[src/rtl/core/box_overlap_suppression_core_assert.svh]
// Assertion macros for the box overlap suppression core
`ifndef BOX_OVERLAP_SUPPRESSION_CORE_ASSERT_SVH
`define BOX_OVERLAP_SUPPRESSION_CORE_ASSERT_SVH
`ifndef SYNTHESIS
`define BOS_ASSERT(lbl, prop, msg) \
  lbl: assert property (@(posedge clk) disable iff (rst) (prop)) else $error(msg);
`define BOS_ASSERT_NEXT(lbl, cond, nxt, msg) \
  lbl: assert property (@(posedge clk) disable iff (rst) (cond) |=> (nxt)) else $error(msg);
`else
`define BOS_ASSERT(lbl, prop, msg)
`define BOS_ASSERT_NEXT(lbl, cond, nxt, msg)
`endif
`endif

[src/rtl/core/bos_pkg.sv]
// Shared constants and types for the box overlap suppression core
`timescale 1ns / 1ps
package bos_pkg;

  localparam int FRAC_W      = 17;
  localparam int SCORE_W     = 17;
  localparam int DIM_W       = 13;
  localparam int OUT_COORD_W = 13;
  localparam int CFG_DATA_W  = 17;
  localparam int CFG_IDX_W   = 3;
  localparam int FRAC_SHIFT  = 16;

  localparam logic [FRAC_W-1:0] ONE_Q16 = FRAC_W'(65536);

  localparam int MAX_KEPT_DEF   = 32;
  localparam int COORD_BITS_DEF = 13;

  localparam logic [SCORE_W-1:0] SCORE_THR_RST   = SCORE_W'(52429);
  localparam logic [SCORE_W-1:0] OVERLAP_THR_RST = SCORE_W'(13107);
  localparam logic [DIM_W-1:0]   IMG_W_RST       = DIM_W'(640);
  localparam logic [DIM_W-1:0]   IMG_H_RST       = DIM_W'(480);

  typedef enum logic [CFG_IDX_W-1:0] {
    REG_SCORE_THR   = 3'd0,
    REG_OVERLAP_THR = 3'd1,
    REG_IMG_WIDTH   = 3'd2,
    REG_IMG_HEIGHT  = 3'd3
  } cfg_reg_t;

  typedef struct packed {
    logic valid;
    logic hit;
  } ovl_res_t;

endpackage

[src/rtl/core/bos_table.sv]
// Kept box table: one write port, one registered read port
`timescale 1ns / 1ps
module bos_table #(
  parameter int DEPTH = bos_pkg::MAX_KEPT_DEF,
  parameter int AW    = 5,
  parameter int DW    = 69
) (
  input  logic          clk,
  input  logic          we,
  input  logic [AW-1:0] waddr,
  input  logic [DW-1:0] wdata,
  input  logic [AW-1:0] raddr,
  output logic [DW-1:0] rdata
);

  logic [DW-1:0] mem [DEPTH];

  always_ff @(posedge clk) begin
    if (we) begin
      mem[waddr] <= wdata;
    end
  end

  always_ff @(posedge clk) begin
    rdata <= mem[raddr];
  end

endmodule

[config.mk]
export PLATFORM = sky130hd
export DESIGN_NAME = bos_table
export DESIGN_NICKNAME = d
export VERILOG_FILES = /design/src/rtl/core/box_overlap_suppression_core_assert.svh /design/src/rtl/core/bos_pkg.sv /design/src/rtl/core/bos_table.sv
export SDC_FILE = /design/constraint.sdc
export NUM_CORES = 2
export LEC_CHECK = 0
export BUFFER_PORTS_ARGS = -buffer_cell sky130_fd_sc_hd__buf_2
export CAP_MARGIN = 10
export CORE_ASPECT_RATIO = 0.5
export CORE_MARGIN = 2
export CORE_UTILIZATION = 55
export DETAILED_ROUTE_END_ITERATION = 6
export MAX_ROUTING_LAYER = met4
export PLACE_DENSITY = 0.77
export SYNTH_ARGS = -nofsm -noshare
export SYNTH_HDL_FRONTEND = slang
export SYNTH_SLANG_ARGS = --single-unit
[constraint.sdc]
create_clock -name clk -period 6.7 [get_ports clk]
set_input_delay 0.335 -clock clk [delete_from_list [all_inputs] [get_ports clk]]
set_output_delay 0.335 -clock clk [all_outputs]
set_load 0.03 [all_outputs]
==> impl_metrics.env <==
export IMPL_status="complete, no violations"
export IMPL_design_area_mm2=0.0954
export IMPL_cts_sinks=2277
export IMPL_rsz0062_at_grt="no"
export IMPL_grt_max_degree=106
export IMPL_portBuffers=149
export IMPL_grt_pass1_vias=40027
export IMPL_syn_nets=3412
export IMPL_hold_violations=0
export IMPL_crit_fanout=32
export IMPL_setup_violations_final=0
export IMPL_ys_seq_area_share_pct=79.5
export IMPL_cp_required_ps=7140
export IMPL_layout_nets=3737
export IMPL_tns_ps=0
export IMPL_start_util_pct=55.2
export IMPL_syn2layout_area_growth_pct=12.1
export IMPL_p_leak_nw=29.6
export IMPL_r2r_end="rdata[7]"
export IMPL_synth_seq_cells=2277
export IMPL_synth_cell_types=32
export IMPL_wirelength_um=205000
export IMPL_ant_nets=0
export IMPL_ir_drop_uv=243
export IMPL_path_class="in2reg"
export IMPL_drive_above_1_share_pct=33.1
export IMPL_postCtsResizedCells=0
export IMPL_finalCritPeriodShare_pct=39.9
export IMPL_clkLatencyLatePin_ps=830
export IMPL_die_area_mm2=0.158
export IMPL_synthFlopType="edfxtp_1"
export IMPL_yosys_warnings=0
export IMPL_finalCriticalPeriod_ps=2680
export IMPL_layout_commonest_cell="edfxtp_1"
export IMPL_htree_levels=4
export IMPL_synth_cell_area_mm2=0.0851
export IMPL_clock_path_buffers=3
export IMPL_maxCapViolCount=0
export IMPL_cts_setup_buffers=0
export IMPL_hold_path_class="in2reg"
export IMPL_synth_area_per_cell_um2=25.6
export IMPL_drt_met1_wl_um=72900
export IMPL_core_area_mm2=0.154
export IMPL_postPlaceCellArea_mm2=0.0888
export IMPL_via_per_inst=6.66
export IMPL_cts_root_buf="clkbuf_16"
export IMPL_slew_headroom_pct=16.8
export IMPL_min_delay_start="raddr[1]"
export IMPL_wl_met2_um=104000
export IMPL_whs_path_depth=2
export IMPL_rows=102
export IMPL_drcViolationCount=0
export IMPL_cts_tree="yes"
export IMPL_cts_made_buffers=187
export IMPL_whs_endpoint="rdata[10]"
export IMPL_grt_overflow=0
export IMPL_worst_pin_slew_ps=1250
export IMPL_drtIter0Drc=5998
export IMPL_grt_use_total_pct=27.0
export IMPL_grt_pass1_wl_um=292000
export IMPL_routed_via_count=39195
export IMPL_dp_hpwl_um=93400
export IMPL_critPathArrivalTime_ps=3110
export IMPL_clock_skew_ps=26.7
export IMPL_final_cell_mix="edfxtp_1 (2208), mux4_2 (652), clkbuf_16 (191), buf_2 (144), mux2_2 (77)"
export IMPL_r2r_slack_ps=4860
export IMPL_start_kind="primary input"
export IMPL_async_flop_share_pct=0
export IMPL_r2r_start="mem[28][7]"
export IMPL_fmax_ghz=0.374
export IMPL_die_w_um=560
export IMPL_antenna_cells=0
export IMPL_gp_congestion=0.754
export IMPL_critPathCaptureType="register"
export IMPL_p_per_area_mw_per_mm2=295
export IMPL_synth_cells=3331
export IMPL_grt_antenna_before_repair=0
export IMPL_die_y_um=282
export IMPL_first_pass_iters=5
export IMPL_synth_edff_count=2208
export IMPL_maxUsedRoutingLayer="met4"
export IMPL_io_pins=150
export IMPL_avgRoutedWirePerCell_um=34.8
export IMPL_wl_met3_um=21200
export IMPL_r2r_cells=3
export IMPL_path_clk_slew_ps=60
export IMPL_drv_slew=0
[power by group]
part           internal, mW  switching, mW
clock network          5.80           4.99
registers              15.8         0.0892
logic                 0.615          0.863
total                  22.2           5.94
[worst max-delay path: stages]
cell      delay, ps
buf_2           120
nand3b_1        730
nor2_4         1120
buf_4           750
[sequential cells by signal, indices dropped and copies added (netlist names)]
signal / cells
rdata: 69
mem: 2208
[final cells by class]
type,instances,area (um2)
inverters,1,3.75
fillers,9726,58800
repair buffers,305,2310
flip-flops and latches,2277,67700
clock inverters,87,821
well taps,2080,2600
multi-input cells,884,16900
clock buffers,254,5120
[how the worst max path moves through the flow]
| stage | from | endpoint | slack (ps) | cells past startpoint |
|---|---|---|---|---|
| 5_1_grt | raddr[0] | rdata[57] | 3900 | 5 |
| 2_1_floorplan | waddr[1] | mem[12][0] | 2330 | 3 |
| 4_1_cts | raddr[0] | rdata[57] | 4080 | 5 |
| 6_report | waddr[1] | mem[13][39] | 4020 | 4 |
| 3_5_place_dp | raddr[0] | rdata[57] | 3220 | 5 |
| 3_3_place_gp | raddr[0] | rdata[58] | 3270 | 5 |
[through the flow]
| step | setup WS, ps | hold WS, ps | util (%) | total power, mW | instances |
|---|---|---|---|---|---|
| 6_report | 4020 | 187 | 61.9 | 28.2 | 5888 |
| 5_1_grt | 3900 | 156 | 61.9 | 28.8 | 5888 |
| 4_1_cts | 4080 | 114 | 61.9 | 28.3 | 5888 |
| 3_5_place_dp | 3220 | 770 | 57.6 | 17.6 | 5478 |
| 3_3_place_gp | 3270 | 771 | 57.6 | 17.6 | 5478 |
| 2_1_floorplan | 2330 | 434 | - | 17.1 | 3331 |
[Yosys cell counts, types with 9 or more instances]
cell type,n,area [um2]
clkbuf_1,63,236
o21ai_0,9,45.0
buf_4,15,113
o22ai_1,9,56.3
dfxtp_1,69,1380
nor2_1,39,146
a221oi_1,12,105
mux4_2,652,14700
buf_2,61,305
mux2_2,77,867
mux2i_1,40,400
buf_1,28,105
edfxtp_1,2208,66300
[metal layers]
layer	vias up	GRT usage [%]
met5	-	-
met4	0	8.45
met2	2702	44.1
li1	15140	-
met3	423	4.54
met1	20930	35.4
[cell families after synthesis]
group | synth area share, %
mux | 18.7
flops | 79.5
compound gates | 0.443
buf+inv | 0.923
simple gates | 0.365
[timing repair]
action,in CTS,in global routing
endpoints found under the setup margin,0,0
endpoints found under the hold margin,2156,0
hold buffers,69,0
No activity file was read; power rests on OpenSTA's default activity.
