===== src/rtl/core/box_overlap_suppression_core_assert.svh =====
// Assertion macros for the box overlap suppression core
`ifndef BOX_OVERLAP_SUPPRESSION_CORE_ASSERT_SVH
`define BOX_OVERLAP_SUPPRESSION_CORE_ASSERT_SVH
`ifndef SYNTHESIS
`define BOS_ASSERT(lbl, prop, msg) \
  lbl: assert property (@(posedge clk) disable iff (rst) (prop)) else $error(msg);
`define BOS_ASSERT_NEXT(lbl, cond, nxt, msg) \
  lbl: assert property (@(posedge clk) disable iff (rst) (cond) |=> (nxt)) else $error(msg);
`else
`define BOS_ASSERT(lbl, prop, msg)
`define BOS_ASSERT_NEXT(lbl, cond, nxt, msg)
`endif
`endif


===== src/rtl/core/bos_pkg.sv =====
// Shared constants and types for the box overlap suppression core
`timescale 1ns / 1ps
package bos_pkg;

  localparam int FRAC_W      = 17;
  localparam int SCORE_W     = 17;
  localparam int DIM_W       = 13;
  localparam int OUT_COORD_W = 13;
  localparam int CFG_DATA_W  = 17;
  localparam int CFG_IDX_W   = 3;
  localparam int FRAC_SHIFT  = 16;

  localparam logic [FRAC_W-1:0] ONE_Q16 = FRAC_W'(65536);

  localparam int MAX_KEPT_DEF   = 32;
  localparam int COORD_BITS_DEF = 13;

  localparam logic [SCORE_W-1:0] SCORE_THR_RST   = SCORE_W'(52429);
  localparam logic [SCORE_W-1:0] OVERLAP_THR_RST = SCORE_W'(13107);
  localparam logic [DIM_W-1:0]   IMG_W_RST       = DIM_W'(640);
  localparam logic [DIM_W-1:0]   IMG_H_RST       = DIM_W'(480);

  typedef enum logic [CFG_IDX_W-1:0] {
    REG_SCORE_THR   = 3'd0,
    REG_OVERLAP_THR = 3'd1,
    REG_IMG_WIDTH   = 3'd2,
    REG_IMG_HEIGHT  = 3'd3
  } cfg_reg_t;

  typedef struct packed {
    logic valid;
    logic hit;
  } ovl_res_t;

endpackage


===== src/rtl/core/bos_overlap.sv =====
// Pipelined overlap test of the new box against one kept box per cycle
`timescale 1ns / 1ps
module bos_overlap #(
  parameter int CW    = bos_pkg::COORD_BITS_DEF,
  parameter int IDX_W = 5
) (
  input  logic                         clk,
  input  logic                         rst,
  input  logic                         in_valid,
  input  logic [IDX_W-1:0]             in_idx,
  input  logic [CW-1:0]                nl,
  input  logic [CW-1:0]                nt,
  input  logic [CW-1:0]                nr,
  input  logic [CW-1:0]                nb,
  input  logic [CW-1:0]                kl,
  input  logic [CW-1:0]                kt,
  input  logic [CW-1:0]                kr,
  input  logic [CW-1:0]                kb,
  input  logic [bos_pkg::SCORE_W-1:0]  kscore,
  input  logic [bos_pkg::SCORE_W-1:0]  thr,
  output bos_pkg::ovl_res_t            res,
  output logic [IDX_W-1:0]             res_idx,
  output logic [bos_pkg::SCORE_W-1:0]  res_score
);

  localparam int AW = 2 * CW;
  localparam int PW = AW + bos_pkg::SCORE_W;

  logic [CW-1:0] il, it, ir, ib;
  logic [CW-1:0] iw_c, ih_c, uw_c, uh_c;
  logic          n_empty, k_empty;

  logic                        s1_valid, s2_valid, s3_valid, s4_valid;
  logic [IDX_W-1:0]            s1_idx, s2_idx, s3_idx, s4_idx;
  logic [bos_pkg::SCORE_W-1:0] s1_score, s2_score, s3_score, s4_score;
  logic [CW-1:0]               s1_iw, s1_ih, s1_uw, s1_uh;
  logic [AW-1:0]               s2_inter, s2_uni, s3_inter;
  logic [PW-1:0]               s3_prod;
  logic                        s4_hit;
  logic [PW-1:0]               inter_q16;

  always_comb begin
    il = (nl > kl) ? nl : kl;
    it = (nt > kt) ? nt : kt;
    ir = (nr < kr) ? nr : kr;
    ib = (nb < kb) ? nb : kb;
    iw_c = (ir > il) ? ir - il : '0;
    ih_c = (ib > it) ? ib - it : '0;
    n_empty = (nr <= nl) || (nb <= nt);
    k_empty = (kr <= kl) || (kb <= kt);
    priority if (n_empty && k_empty) begin
      uw_c = '0;
      uh_c = '0;
    end else if (n_empty) begin
      uw_c = kr - kl;
      uh_c = kb - kt;
    end else if (k_empty) begin
      uw_c = nr - nl;
      uh_c = nb - nt;
    end else begin
      uw_c = ((nr > kr) ? nr : kr) - ((nl < kl) ? nl : kl);
      uh_c = ((nb > kb) ? nb : kb) - ((nt < kt) ? nt : kt);
    end
  end

  assign inter_q16 = {s3_inter, {bos_pkg::FRAC_SHIFT{1'b0}}, 1'b0} >> 1;

  always_ff @(posedge clk) begin
    if (rst) begin
      s1_valid <= 1'b0;
      s2_valid <= 1'b0;
      s3_valid <= 1'b0;
      s4_valid <= 1'b0;
    end else begin
      s1_valid <= in_valid;
      s2_valid <= s1_valid;
      s3_valid <= s2_valid;
      s4_valid <= s3_valid;
    end
    s1_idx   <= in_idx;
    s1_score <= kscore;
    s1_iw    <= iw_c;
    s1_ih    <= ih_c;
    s1_uw    <= uw_c;
    s1_uh    <= uh_c;
    s2_idx   <= s1_idx;
    s2_score <= s1_score;
    s2_inter <= AW'(s1_iw) * AW'(s1_ih);
    s2_uni   <= AW'(s1_uw) * AW'(s1_uh);
    s3_idx   <= s2_idx;
    s3_score <= s2_score;
    s3_inter <= s2_inter;
    s3_prod  <= PW'(thr) * PW'(s2_uni);
    s4_idx   <= s3_idx;
    s4_score <= s3_score;
    s4_hit   <= inter_q16 >= s3_prod;
  end

  assign res.valid = s4_valid;
  assign res.hit   = s4_hit;
  assign res_idx   = s4_idx;
  assign res_score = s4_score;

endmodule


===== config.mk =====
export PLATFORM = sky130hd
export DESIGN_NAME = bos_overlap
export DESIGN_NICKNAME = d
export VERILOG_FILES = /design/src/rtl/core/box_overlap_suppression_core_assert.svh /design/src/rtl/core/bos_pkg.sv /design/src/rtl/core/bos_overlap.sv
export SDC_FILE = /design/constraint.sdc
export NUM_CORES = 2
export LEC_CHECK = 0
export BUFFER_PORTS_ARGS = -buffer_cell sky130_fd_sc_hd__buf_2
export CAP_MARGIN = 40
export CORE_MARGIN = 1.5
export CORE_UTILIZATION = 45
export CTS_BUF_LIST = sky130_fd_sc_hd__clkbuf_4 sky130_fd_sc_hd__clkbuf_8
export CTS_CLUSTER_SIZE = 10
export DETAILED_ROUTE_END_ITERATION = 12
export PLACE_DENSITY_LB_ADDON = 0.08
export REMOVE_ABC_BUFFERS = 1
export SKIP_CTS_REPAIR_TIMING = 1
export SLEW_MARGIN = 10
export SYNTH_ARGS = -nofsm -noshare
export SYNTH_HDL_FRONTEND = slang
export SYNTH_SLANG_ARGS = --single-unit

===== constraint.sdc =====
create_clock -name clk -period 8.9 [get_ports clk]
set_input_delay 0 -clock clk [delete_from_list [all_inputs] [get_ports clk]]
set_output_delay 0 -clock clk [all_outputs]
set_load 0.02 [all_outputs]

==> results.sh <==
export IMPL_dpl_worst_slack_ns=1.85
export IMPL_maxCapViolations=0
export IMPL_tightest_slew_ns=0.841
export IMPL_vias=28300
export IMPL_gr_total_overflow=0
export IMPL_worst_ep_arrival_time_ns=7.68
export IMPL_syn_area_per_cell_um2=8.83
export IMPL_critPathMaxStageDelay_ns=0.85
export IMPL_hold_worst_slack_ns=-0.0278
export IMPL_finClkSkew_ns=0.0354
export IMPL_crit_type="flop to flop"
export IMPL_finalWeightedCongestion=0.911
export IMPL_slew_violations=0
export IMPL_cts_clk_slew_worst_paths_ns=0.06
export IMPL_ys_seq_area_frac=0.141
export IMPL_avgRoutedWirePerCell_um=17.6
export IMPL_crit_path_max_fanout=17
export IMPL_async_flop_share=0
export IMPL_grt_pass1_wl_um=158000
export IMPL_n_fill_cell=7987
export IMPL_leakage_nw=21.2
export IMPL_startpoint_type="flop"
export IMPL_p_per_area_nw_per_um2=254
export IMPL_viasPerCell=5.14
export IMPL_ys_ff_latch=266
export IMPL_yosysTopAreaCell="fa_1"
export IMPL_rsz0062_at_grt="no"
export IMPL_layout_commonest_cell="inv_1"
export IMPL_synthFlopType="dfxtp_1"
export IMPL_dr_pass1_iters=5
export IMPL_cpMaxStageDelayCell="dfxtp_1"
export IMPL_layout_setup_ws_ns=1.79
export IMPL_max_slew_margin=0.425
export IMPL_grt_pass1_vias=29600
export IMPL_cts_made_buffers=47
export IMPL_synth_edf_count=0
export IMPL_syn_to_final_growth_pct=9.10
export IMPL_required_ns=9.46
export IMPL_die_x_um=292
export IMPL_min_period_ns=7.11
export IMPL_cts_tree="yes"
export IMPL_layout_common_cells="inv_1, nand2_1, fa_1, ha_1, and2_1"
export IMPL_grt_max_degree=42
export IMPL_irDropWorstVdd_mv=0.400
export IMPL_fin_crit_sh=0.799
export IMPL_drt_iter0_drc=1164
export IMPL_synthCells=4265
export IMPL_drc=0
export IMPL_cts_sinks=266
export IMPL_track_usage=0.233
export IMPL_crit_path_cell_trace="nand2_1, fa_1, inv_1, fa_1, inv_1, fa_1, inv_1, fa_1, fa_1, inv_1, fa_1, inv_1, ha_1, a211oi_1, nand2_1, a2111oi_4, a211oi_1, a2111o_1, a41o_1, a221o_2, a221oi_2, xnor2_1"
export IMPL_routed_wl_um=97100
export IMPL_h_tree_depth=2
export IMPL_num_rows=105
export IMPL_layout_drive_gt1_share=0.0640
export IMPL_dp_hpwl_um=79100
export IMPL_die_h_um=292
export IMPL_dieArea_um2=85400
export IMPL_cts_root_buf="clkbuf_8"
export IMPL_antenna_found_initial=6
export IMPL_initial_core_util=0.456
export IMPL_fmax_mhz=141
export IMPL_drtAntennaViolNets=0
export IMPL_setup_violations=0
export IMPL_status="finished, violations left"
export IMPL_cts_max_path_buffers=3
export IMPL_setup_tns_ns=0
export IMPL_min_path_type="primary input to flop"
export IMPL_syn_area_um2=37700
export IMPL_yosys_warnings=0
export IMPL_ys_types=64
export IMPL_netlist_area_leader_share=0.324
export IMPL_clk_latency_ns=0.63
export IMPL_synthTopCellsByArea="fa_1, ha_1, dfxtp_1, inv_1, nand2_1"
export IMPL_critPathCaptureType="flop"
export IMPL_nNetsFinal=5603
export IMPL_worst_path_most_repeated_cell="fa_1"
export IMPL_io_pins=170
export IMPL_hold_violations=1
export IMPL_coreArea_um2=82500
export IMPL_violations="hold timing"
export IMPL_numPortBuffers=169
path summary, 6_finish.rpt:
kind	slack (ns)	to	cells after the start	start
max	1.79	s3_prod[41]	22	s2_uni[7]
min	-0.03	s1_uw[4]	4	nr[4]
max reg2reg	1.79	s3_prod[41]	22	s2_uni[7]
min reg2reg	0.31	s3_score[10]	0	s2_score[10]
cell usage after synthesis (16+ instances only):
cell,count
xnor2_1,84
ha_1,439
fa_1,609
a21oi_1,155
nand2b_1,20
nor2_1,122
o21ai_0,129
nor3_1,38
o22ai_1,24
o21bai_1,17
a211oi_1,16
nand4_1,33
mux2i_1,29
nand2_1,613
nor2b_1,43
and2_1,298
inv_1,842
a21o_1,88
clkbuf_1,139
nand3_1,28
o21a_1,27
xor2_1,59
dfxtp_1,266
where the power goes:
group	switching [mW]	leakage (nW)	internal [mW]
sequential	0.461	2.21	1.53
clock	0.531	0.551	0.748
combinational	4.18	18.4	2.98
cell type report:
type	instances	area, um^2	share of cell area
Clock buffer	63	817	0.0199
Tap cell	1070	1340	0.0326
Inverter	842	3160	0.0769
Antenna cell	4	10.0	0.000244
Sequential cell	266	5330	0.130
Clock inverter	15	248	0.00603
Multi-Input combinational cell	3009	28600	0.697
Timing Repair Buffer	243	1560	0.0380
metrics by stage:
step	cell area (um^2)	cells	power, mW	utilization
6_report	41100	5512	10.4	0.498
3_3_place_gp	39400	5372	9.20	0.478
3_5_place_dp	39500	5374	9.24	0.478
4_1_cts	40500	5452	10.6	0.491
5_1_grt	41100	5509	11.6	0.498
2_1_floorplan	37100	4117	7.03	-
layer usage:
layer	track usage	up-vias	share of wire	wire length, um
li1	-	13600	-	-
met1	0.300	14100	0.44	42400
met2	0.420	522	0.51	49100
met3	0.0220	131	0.034	3290
met4	0.0581	2	0.024	2300
met5	0	-	0.00016	16
kinds of logic (layout without fill, tap and decap cells):
logic type	Yosys count	after routing	share of synthesized area
mux	35	35	0.00950
compound gates	545	545	0.0919
fa+ha+maj	1048	1048	0.470
other cells	0	4	0
xor+xnor	143	143	0.0333
simple gates	1238	1238	0.155
buf+inv	990	1163	0.0989
flops	266	266	0.141
state kept, by name (all words and copies together) (netlist names), 17 cells and up:
name and cells:
res_score 17, s2_score 17, s3_prod 43, s2_uni 26
s3_score 17, s2_inter 26, s3_inter 26, s1_score 17
worst max-delay path: cells and delay by family (launching register included):
family,cells,cell delay [ns]
adders and majority gates,7,3.36
AOI/OAI and AO/OA,7,2.09
DFF,1,0.85
and+or+nand+nor,2,0.33
buffers and inverters,5,0.27
xor gates and xnor gates,1,0.14
(Power assumes the default switching activity.)
